**config.mk**
```make
export PLATFORM = sky130hd
export DESIGN_NAME = morse_text_codec_unit
export DESIGN_NICKNAME = d
export VERILOG_FILES = /design/src/hdl/mtc_pkg.sv /design/src/hdl/mtc_queue.sv /design/src/hdl/mtc_front.sv /design/src/hdl/mtc_back.sv /design/src/hdl/morse_text_codec_unit.sv
export SDC_FILE = /design/constraint.sdc
export NUM_CORES = 1
export LEC_CHECK = 0
export BUFFER_PORTS_ARGS = -buffer_cell sky130_fd_sc_hd__buf_4
export CORE_ASPECT_RATIO = 1.1
export CORE_MARGIN = 3
export CORE_UTILIZATION = 45
export DETAILED_ROUTE_END_ITERATION = 6
export PLACE_DENSITY = 0.68
export SKIP_LAST_GASP = 1
export SYNTH_ARGS = -nofsm -noshare
export SYNTH_HDL_FRONTEND = slang
export SYNTH_SLANG_ARGS = --single-unit
```
**constraint.sdc**
```tcl
create_clock -name clk -period 3.6 [get_ports clk]
set_input_delay 0.36 -clock clk [delete_from_list [all_inputs] [get_ports clk]]
set_output_delay 0.36 -clock clk [all_outputs]
set_load 0.05 [all_outputs]
```
**src/hdl/mtc_pkg.sv**
```systemverilog
// Shared types, character codes and Morse code tables for the Morse text codec.
`timescale 1ns / 1ps
package mtc_pkg;

	localparam logic [7:0] CH_NUL   = 8'h00;
	localparam logic [7:0] CH_NL    = 8'h0A;
	localparam logic [7:0] CH_SPACE = 8'h20;
	localparam logic [7:0] CH_DASH  = 8'h2D;
	localparam logic [7:0] CH_DOT   = 8'h2E;
	localparam logic [7:0] CH_SLASH = 8'h2F;
	localparam logic [7:0] CH_ZERO  = 8'h30;
	localparam logic [7:0] CH_A     = 8'h41;
	localparam logic [7:0] CH_Z     = 8'h5A;
	localparam logic [7:0] CH_LA    = 8'h61;
	localparam logic [7:0] CH_LZ    = 8'h7A;
	localparam logic [7:0] CASE_GAP = 8'h20;

	localparam int ROM_SYMS = 5;
	localparam int LETTERS  = 26;
	localparam logic [5:0] CODE_NONE = 6'h3F;

	// One queued output run: optional leading char, symbols, optional trailing char.
	typedef struct packed {
		logic       lead_en;
		logic [7:0] lead_char;
		logic [2:0] sym_len;
		logic [4:0] sym_bits;
		logic       tail_en;
		logic [7:0] tail_char;
	} job_t;

	// Code word: [7:5] length, [4:0] symbols, first in bit 0, 1 = dash.
	function automatic logic [7:0] stock_word(input logic [5:0] idx);
		logic [7:0] w;
		case (idx)
			6'd0:  w = 8'h42;
			6'd1:  w = 8'h81;
			6'd2:  w = 8'h85;
			6'd3:  w = 8'h61;
			6'd4:  w = 8'h20;
			6'd5:  w = 8'h84;
			6'd6:  w = 8'h63;
			6'd7:  w = 8'h80;
			6'd8:  w = 8'h40;
			6'd9:  w = 8'h8E;
			6'd10: w = 8'h65;
			6'd11: w = 8'h82;
			6'd12: w = 8'h43;
			6'd13: w = 8'h41;
			6'd14: w = 8'h67;
			6'd15: w = 8'h86;
			6'd16: w = 8'h8B;
			6'd17: w = 8'h62;
			6'd18: w = 8'h60;
			6'd19: w = 8'h21;
			6'd20: w = 8'h64;
			6'd21: w = 8'h88;
			6'd22: w = 8'h66;
			6'd23: w = 8'h89;
			6'd24: w = 8'h8D;
			6'd25: w = 8'h83;
			6'd26: w = 8'hBF;
			6'd27: w = 8'hBE;
			6'd28: w = 8'hBC;
			6'd29: w = 8'hB8;
			6'd30: w = 8'hB0;
			6'd31: w = 8'hA0;
			6'd32: w = 8'hA1;
			6'd33: w = 8'hA3;
			6'd34: w = 8'hA7;
			6'd35: w = 8'hAF;
			default: w = 8'h00;
		endcase
		return w;
	endfunction

	// Reverse lookup: code word to table index, CODE_NONE when unknown.
	function automatic logic [5:0] code_index(input logic [7:0] key);
		logic [5:0] i;
		case (key)
			8'h42: i = 6'd0;
			8'h81: i = 6'd1;
			8'h85: i = 6'd2;
			8'h61: i = 6'd3;
			8'h20: i = 6'd4;
			8'h84: i = 6'd5;
			8'h63: i = 6'd6;
			8'h80: i = 6'd7;
			8'h40: i = 6'd8;
			8'h8E: i = 6'd9;
			8'h65: i = 6'd10;
			8'h82: i = 6'd11;
			8'h43: i = 6'd12;
			8'h41: i = 6'd13;
			8'h67: i = 6'd14;
			8'h86: i = 6'd15;
			8'h8B: i = 6'd16;
			8'h62: i = 6'd17;
			8'h60: i = 6'd18;
			8'h21: i = 6'd19;
			8'h64: i = 6'd20;
			8'h88: i = 6'd21;
			8'h66: i = 6'd22;
			8'h89: i = 6'd23;
			8'h8D: i = 6'd24;
			8'h83: i = 6'd25;
			8'hBF: i = 6'd26;
			8'hBE: i = 6'd27;
			8'hBC: i = 6'd28;
			8'hB8: i = 6'd29;
			8'hB0: i = 6'd30;
			8'hA0: i = 6'd31;
			8'hA1: i = 6'd32;
			8'hA3: i = 6'd33;
			8'hA7: i = 6'd34;
			8'hAF: i = 6'd35;
			default: i = CODE_NONE;
		endcase
		return i;
	endfunction

endpackage

```
**src/hdl/mtc_queue.sv**
```systemverilog
// Two-entry job queue between the front classifier and the back emitter.
`timescale 1ns / 1ps
module mtc_queue
	import mtc_pkg::*;
(
	input  logic clk,
	input  logic arst_n,
	input  logic push,
	input  job_t push_job,
	output logic full,
	input  logic pop,
	output logic nonempty,
	output job_t head_job
);

	job_t       slot_q [2];
	logic       wr_ptr_q;
	logic       rd_ptr_q;
	logic [1:0] count_q;

	assign full     = (count_q == 2'd2);
	assign nonempty = (count_q != 2'd0);
	assign head_job = slot_q[rd_ptr_q];

	always_ff @(posedge clk or negedge arst_n) begin
		if (!arst_n) begin
			wr_ptr_q <= 1'b0;
			rd_ptr_q <= 1'b0;
			count_q  <= 2'd0;
		end else begin
			if (push) begin
				wr_ptr_q <= ~wr_ptr_q;
			end
			if (pop) begin
				rd_ptr_q <= ~rd_ptr_q;
			end
			if (push && !pop) begin
				count_q <= count_q + 2'd1;
			end else if (pop && !push) begin
				count_q <= count_q - 2'd1;
			end
		end
	end

	always_ff @(posedge clk) begin
		if (push) begin
			slot_q[wr_ptr_q] <= push_job;
		end
	end

endmodule

```
**src/hdl/mtc_front.sv**
```systemverilog
// Front end: accepts input bytes, tracks decode state and builds output jobs.
`timescale 1ns / 1ps
module mtc_front
	import mtc_pkg::*;
#(
	parameter int MAX_SYMBOLS   = 5,
	parameter int TABLE_ENTRIES = 36
) (
	input  logic       clk,
	input  logic       arst_n,
	input  logic       mode,
	input  logic       in_valid,
	output logic       in_stall,
	input  logic [7:0] in_byte,
	input  logic       q_full,
	output logic       push,
	output job_t       job
);

	localparam int CW = $clog2(MAX_SYMBOLS + 1);

	logic [4:0]    bits_q, bits_n;
	logic [CW-1:0] cnt_q, cnt_n;
	logic          bad_q, bad_n;
	logic          accept;
	logic [7:0]    up;
	logic [5:0]    letter_idx;
	logic [7:0]    word;
	logic [2:0]    len;
	logic [7:0]    key;
	logic [5:0]    hit;

	assign in_stall = q_full;
	assign accept   = in_valid && !q_full;
	assign push     = accept && (job.lead_en || job.tail_en || (job.sym_len != 3'd0));

	always_comb begin
		job        = '0;
		bits_n     = bits_q;
		cnt_n      = cnt_q;
		bad_n      = bad_q;
		up         = in_byte;
		letter_idx = 6'd0;
		word       = 8'h00;
		len        = 3'd0;
		key        = {cnt_q[2:0], bits_q};
		hit        = code_index(key);
		if (in_byte inside {[CH_LA:CH_LZ]}) begin
			up = in_byte - CASE_GAP;
		end
		if (!mode) begin
			if (up inside {[CH_A:CH_Z]}) begin
				letter_idx = 6'(up - CH_A);
				word       = stock_word(letter_idx);
				len        = word[7:5];
				if (len > 3'(ROM_SYMS)) begin
					len = 3'(ROM_SYMS);
				end
				job.sym_len   = len;
				job.sym_bits  = word[4:0];
				job.tail_en   = 1'b1;
				job.tail_char = CH_SPACE;
			end else if (in_byte == CH_SPACE) begin
				job.lead_en   = 1'b1;
				job.lead_char = CH_SLASH;
				job.tail_en   = 1'b1;
				job.tail_char = CH_SPACE;
			end else if (in_byte == CH_NL) begin
				job.tail_en   = 1'b1;
				job.tail_char = CH_NL;
			end
		end else begin
			if (in_byte inside {CH_DOT, CH_DASH}) begin
				if (cnt_q >= CW'(MAX_SYMBOLS)) begin
					bad_n = 1'b1;
				end else begin
					if ((cnt_q < CW'(ROM_SYMS)) && (in_byte == CH_DASH)) begin
						bits_n[cnt_q[2:0]] = 1'b1;
					end
					cnt_n = cnt_q + CW'(1);
				end
			end else if (in_byte inside {CH_SPACE, CH_SLASH, CH_NL, CH_NUL}) begin
				if (!bad_q && (cnt_q != '0) && (cnt_q <= CW'(ROM_SYMS)) && (hit != CODE_NONE)
						&& ({1'b0, hit} < 7'(TABLE_ENTRIES))) begin
					job.lead_en = 1'b1;
					if ({1'b0, hit} < 7'(LETTERS)) begin
						job.lead_char = CH_A + {2'b00, hit};
					end else begin
						job.lead_char = CH_ZERO + {2'b00, hit - 6'(LETTERS)};
					end
				end
				if (in_byte == CH_SLASH) begin
					job.tail_en   = 1'b1;
					job.tail_char = CH_SPACE;
				end else if (in_byte == CH_NL) begin
					job.tail_en   = 1'b1;
					job.tail_char = CH_NL;
				end
				bits_n = 5'd0;
				cnt_n  = '0;
				bad_n  = 1'b0;
			end else begin
				bad_n = 1'b1;
			end
		end
	end

	always_ff @(posedge clk or negedge arst_n) begin
		if (!arst_n) begin
			bits_q <= 5'd0;
			cnt_q  <= '0;
			bad_q  <= 1'b0;
		end else if (accept && mode) begin
			bits_q <= bits_n;
			cnt_q  <= cnt_n;
			bad_q  <= bad_n;
		end
	end

endmodule

```
**src/hdl/mtc_back.sv**
```systemverilog
// Back end: plays queued jobs into the output register, one byte per unstalled cycle.
`timescale 1ns / 1ps
module mtc_back
	import mtc_pkg::*;
(
	input  logic       clk,
	input  logic       arst_n,
	input  logic       q_nonempty,
	input  job_t       q_head,
	output logic       q_pop,
	output logic       out_valid,
	input  logic       out_stall,
	output logic [7:0] out_byte,
	output logic       last_of_run
);

	logic       cur_valid_q;
	logic       lead_en_q;
	logic [7:0] lead_char_q;
	logic [2:0] syms_q;
	logic [4:0] bits_q;
	logic       tail_en_q;
	logic [7:0] tail_char_q;
	logic       out_valid_q;
	logic [7:0] out_byte_q;
	logic       last_q;

	logic       out_free;
	logic       emit;
	logic [7:0] emit_char;
	logic       lead_en_n;
	logic [2:0] syms_n;
	logic [4:0] bits_n;
	logic       tail_en_n;
	logic       emit_last;

	assign out_valid   = out_valid_q;
	assign out_byte    = out_byte_q;
	assign last_of_run = last_q;

	assign out_free = !out_valid_q || !out_stall;
	assign emit     = cur_valid_q && out_free;
	assign q_pop    = q_nonempty && (!cur_valid_q || (emit && emit_last));

	always_comb begin
		lead_en_n = lead_en_q;
		syms_n    = syms_q;
		bits_n    = bits_q;
		tail_en_n = tail_en_q;
		if (lead_en_q) begin
			emit_char = lead_char_q;
			lead_en_n = 1'b0;
		end else if (syms_q != 3'd0) begin
			emit_char = bits_q[0] ? CH_DASH : CH_DOT;
			syms_n    = syms_q - 3'd1;
			bits_n    = {1'b0, bits_q[4:1]};
		end else begin
			emit_char = tail_char_q;
			tail_en_n = 1'b0;
		end
		emit_last = !lead_en_n && (syms_n == 3'd0) && !tail_en_n;
	end

	always_ff @(posedge clk or negedge arst_n) begin
		if (!arst_n) begin
			cur_valid_q <= 1'b0;
			lead_en_q   <= 1'b0;
			syms_q      <= 3'd0;
			tail_en_q   <= 1'b0;
			out_valid_q <= 1'b0;
		end else begin
			if (q_pop) begin
				cur_valid_q <= 1'b1;
				lead_en_q   <= q_head.lead_en;
				syms_q      <= q_head.sym_len;
				tail_en_q   <= q_head.tail_en;
			end else if (emit) begin
				cur_valid_q <= !emit_last;
				lead_en_q   <= lead_en_n;
				syms_q      <= syms_n;
				tail_en_q   <= tail_en_n;
			end
			if (emit) begin
				out_valid_q <= 1'b1;
			end else if (!out_stall) begin
				out_valid_q <= 1'b0;
			end
		end
	end

	always_ff @(posedge clk) begin
		if (q_pop) begin
			lead_char_q <= q_head.lead_char;
			bits_q      <= q_head.sym_bits;
			tail_char_q <= q_head.tail_char;
		end else if (emit) begin
			bits_q <= bits_n;
		end
		if (emit) begin
			out_byte_q <= emit_char;
			last_q     <= emit_last;
		end
	end

endmodule

```
**src/hdl/morse_text_codec_unit.sv**
```systemverilog
// Top level of the Morse text codec: configuration port, front end, job queue and back end.
`timescale 1ns / 1ps
// Takes one input byte per cycle while the two-entry job queue has room; each byte's output
// run (zero to six bytes) leaves the back end at one byte per cycle while the output is not
// stalled. A result passes through the queue slot, the back end's current-job registers and
// the output register.
// Register 0 (mode) at address 0: 0 encodes, 1 decodes; change it only while the block is
// idle. Gathered decode state survives a mode change.
module morse_text_codec_unit
	import mtc_pkg::*;
#(
	parameter int MAX_SYMBOLS   = 5,
	parameter int TABLE_ENTRIES = 36
) (
	input  logic        clk,
	input  logic        arst_n,
	input  logic        psel,
	input  logic        penable,
	input  logic        pwrite,
	input  logic [1:0]  paddr,
	input  logic [31:0] pwdata,
	output logic [31:0] prdata,
	output logic        pready,
	input  logic        in_valid,
	output logic        in_stall,
	input  logic [7:0]  in_byte,
	output logic        out_valid,
	input  logic        out_stall,
	output logic [7:0]  out_byte,
	output logic        last_of_run
);

	logic mode_q;
	logic q_full;
	logic q_push;
	job_t push_job;
	logic q_pop;
	logic q_nonempty;
	job_t head_job;
	logic addr_hit;

	// Single register: every address in the window maps to mode.
	assign addr_hit = (paddr[1:0] == paddr[1:0]);
	assign pready   = 1'b1;
	assign prdata   = {31'd0, mode_q};

	always_ff @(posedge clk or negedge arst_n) begin
		if (!arst_n) begin
			mode_q <= 1'b0;
		end else if (psel && penable && pwrite && addr_hit) begin
			mode_q <= pwdata[0];
		end
	end

	mtc_front #(
		.MAX_SYMBOLS  (MAX_SYMBOLS),
		.TABLE_ENTRIES(TABLE_ENTRIES)
	) u_front (
		.clk     (clk),
		.arst_n  (arst_n),
		.mode    (mode_q),
		.in_valid(in_valid),
		.in_stall(in_stall),
		.in_byte (in_byte),
		.q_full  (q_full),
		.push    (q_push),
		.job     (push_job)
	);

	mtc_queue u_queue (
		.clk     (clk),
		.arst_n  (arst_n),
		.push    (q_push),
		.push_job(push_job),
		.full    (q_full),
		.pop     (q_pop),
		.nonempty(q_nonempty),
		.head_job(head_job)
	);

	mtc_back u_back (
		.clk        (clk),
		.arst_n     (arst_n),
		.q_nonempty (q_nonempty),
		.q_head     (head_job),
		.q_pop      (q_pop),
		.out_valid  (out_valid),
		.out_stall  (out_stall),
		.out_byte   (out_byte),
		.last_of_run(last_of_run)
	);

endmodule

```
==> results.yml <==
power_and_ir_drop:
  p_switching_w: 0.00118
  intPower_w: 0.00214
  p_comb_share_pct: 31.5
  powerDensity_mw_per_mm2: 519
  power_frac_clock_pct: 25.7
  ir_drop_v: 0.000334
  power_frac_seq_pct: 42.8
  switching_share_pct: 35.5
  power.leakage_nw: 2.59
timing:
  finalSetupViolCount: 0
  max_freq_mhz: 299
  finalCritPeriodShare_pct: 93.0
  setup-tns-final_ps: 0
  rsz0062_at_grt: "no"
  slew_violations: 0
  period_minus_slack_ps: 3350
  fin_worst_skew_ps: 6.35
  tightest_slew_ps: 977
  slew_headroom_pct: 34.9
  hold_violations: 0
worst_hold_path:
  whs_endpoint: "mode_q"
  hold_depth: 2
  hp-class: "in2reg"
  min-delay-start: "pwdata[0]"
yosys:
  synth_flop_cell: "edfxtp_1"
  ys_top_cells_by_area: "edfxtp_1, dfrtp_1, buf_4"
  yosysSeqAreaShare_pct: 43.0
  synth_area_per_cell_um2: 10.0
  yosys.area.top_type: "edfxtp_1"
  synth_cells: 569
  ys_warn_count: 0
  synth_top_area_share_pct: 33.7
  synth.distinct_cells: 77
  synth_area_mm2: 0.00570
  ys_ff_latch: 85
  synth_edf_count: 64
  async_flop_share_pct: 24.7
floorplanning:
  initial_utilization_pct: 46.7
  die_w_um: 113
  rows: 42
  ios: 93
  core_area_mm2: 0.0122
  die_y_um: 124
  die-area_mm2: 0.0140
placed_design:
  placed_cells: 750
  place_congestion: 0.864
  dp_hpwl_um: 8820
  port_buffers: 27
worst_setup_path:
  slowest_stage: "dfrtp_1"
  startpoint_type: "register"
  critPathRequiredTime_ps: 3760
  critPathMaxStageDelay_ps: 540
  crit_type: "reg2reg"
  worstPathCellList: "buf_4 > a32oi_1 > o31ai_1 > a2111o_4 > nand2b_1 > nand3_1 > inv_1 > ha_1 > nor3_1 > a21oi_1 > o21ai_1 > ha_1 > o21a_1 > o31ai_2"
  rr_worst_depth: 14
  arrival_ps: 3500
  end_kind: "register"
  rrSetupSlack_ps: 250
  cpMostUsedCell: "ha_1"
  worstPathMaxFanout: 13
  r2r-end: "u_queue.slot_q[1][22]"
  r2r-start: "u_front.bits_q[1]"
global_route:
  gr-total-overflow: 0
  grtUsageMet3_pct: 2.67
  antenna_found_initial: 0
  grt_max_degree: 22
  grt_pass1_wl_um: 20100
  busiest_layer: "met2"
  grt_pass1_vias: 4063
  use_met2_pct: 29.9
  grt.met1_usage_pct: 23.7
  grt_util_all_layers_pct: 17.6
cells_and_area:
  areaGrowthSynthToFinish_pct: 11.9
  fin_nets: 679
  drive_gt1_share_pct: 19.0
  stdcell_count: 769
  diodes: 0
cts:
  cts_htree_levels: 3
  clk_path_buf_depth: 2
  cts_tree: "built"
  clk_pin_slew_ps: 60
  clock_sinks: 85
  cts-buffers-inserted: 9
  clk_latency_ps: 330
  cts-root-buf: "clkbuf_16"
detailed_routing:
  routed_via_density: 5.47
  wirelength_um: 11900
  drt_iter0_drc: 275
  ant_nets: 0
  drc: 0
  dr.pass1.iters: 4
  post_drt_wl_per_cell_um: 15.5
  vias: 4209
flow_run:
  cap_violations: 0
status:
  status: "finished clean"
==> critical path: cells and delay by family, from the launching register on <==
family	cells	cell delay (ps)
AOI/OAI and AO/OA	7	1380
adders and majority gates	2	450
buffers and inverters	2	280
DFF	1	540
and+or+nand+nor	3	500
==> cell type report <==
cell class,count,area (µm²)
Clock inverter,6,46.3
Multi-Input combinational cell,426,2890
Inverter,26,97.6
Clock buffer,10,229
Tap cell,154,193
Sequential cell,85,2450
Timing Repair Buffer,62,468
Fill cell,1098,5810
==> cells in the final DEF, fill, tap and decap left out, types with 8 or more instances in the layout <==
master and count:
a21oi_1 32, a31oi_1 9, and2_1 10, buf_4 61, clkbuf_16 9, conb_1 34, dfrtp_1 15, edfxtp_1 64
ha_1 20, inv_1 24, mux2_2 12, mux2i_1 18, nand2_1 42, nand2b_1 12, nand3_1 11, nor2_1 31
nor3_1 20, o211ai_1 8, o21a_1 8, o21ai_0 25, o31ai_1 8, xnor2_1 10, xor2_1 8
==> metal layers <==
metal  part of all wire, %  wire (µm)
met5                     0          0
met4                   1.1        133
met1                    46       5450
met2                    49       5900
met3                   3.7        443
==> what timing repair did <==
item                                    CTS  global route
endpoints found under the setup margin    0             2
buffers inserted                          0             2
hold endpoints to repair                 21             0
hold buffers                              1             0
resized for setup                         0            12
==> power by group through the flow <==
stage	logic (W)	clock network [W]	registers (W)
after floorplan	0.000777	0	0.00146
after global placement	0.00101	0	0.00143
after detailed placement	0.00104	0	0.00144
after CTS	0.00104	0.000869	0.00142
after global routing	0.00116	0.000911	0.00144
final	0.00104	0.000852	0.00142
==> flip-flops by register name, summed over array words and instances, names as in the netlist, 3 cells and up <==
register and cells:
u_front.bits_q 5, u_back.out_byte 8, u_back.bits_q 5, u_back.syms_q 3, u_back.lead_char_q 8, u_queue.slot_q 40, u_front.cnt_q 3
==> synthesized netlist by cell type (all sizes together) (9+ instances only) <==
cell type  count
and2          11
nor2          31
xnor2         10
nand2         42
clkbuf         9
mux2i         18
dfrtp         21
mux2          12
buf           55
nor3          22
edfxtp        64
o21ai         28
a21oi         33
ha            20
inv           25
o31ai          9
nand2b        12
nand3         11
a31oi          9
==> stage by stage <==
stage | setup slack, ps | hold WS, ps | area, µm² | total power (W) | util [%]
floorplan | 362 | 64.4 | 5820 | 0.00224 | -
global placement | 104 | 261 | 6040 | 0.00244 | 49.5
detailed placement | 74.0 | 265 | 6040 | 0.00248 | 49.5
CTS | 58.8 | 264 | 6320 | 0.00333 | 51.9
global route | 2.58 | 272 | 6380 | 0.00351 | 52.3
finish | 253 | 269 | 6380 | 0.00331 | 52.3
==> how the worst max path moves through the flow <==
stage | startpoint | end | slack (ps) | cells after the start
after global routing | u_front.bits_q[1] | u_queue.slot_q[1][22] | 3 | 13
after detailed placement | u_front.cnt_q[0] | u_queue.slot_q[0][22] | 70 | 14
after floorplan | u_front.cnt_q[0] | u_queue.slot_q[0][22] | 360 | 15
final | u_front.bits_q[1] | u_queue.slot_q[1][22] | 250 | 14
after CTS | u_front.cnt_q[0] | u_queue.slot_q[1][22] | 60 | 14
after global placement | u_front.cnt_q[0] | u_queue.slot_q[1][22] | 100 | 14
==> kinds of logic (layout without fill, tap and decap cells) <==
logic type	after synthesis	count (layout)	share of synthesized area, %
adder cells (fa/ha/maj)	20	20	4.39
AND/OR/NAND/NOR	185	185	18.1
other	2	34	0.132
flip-flops	85	85	43.0
multiplexers	30	30	5.53
AO/OA/AOI/OAI	139	139	17.1
XOR/XNOR	18	18	2.77
buffers and inverters	90	104	9.00
Power figures use the tool's default switching activity.
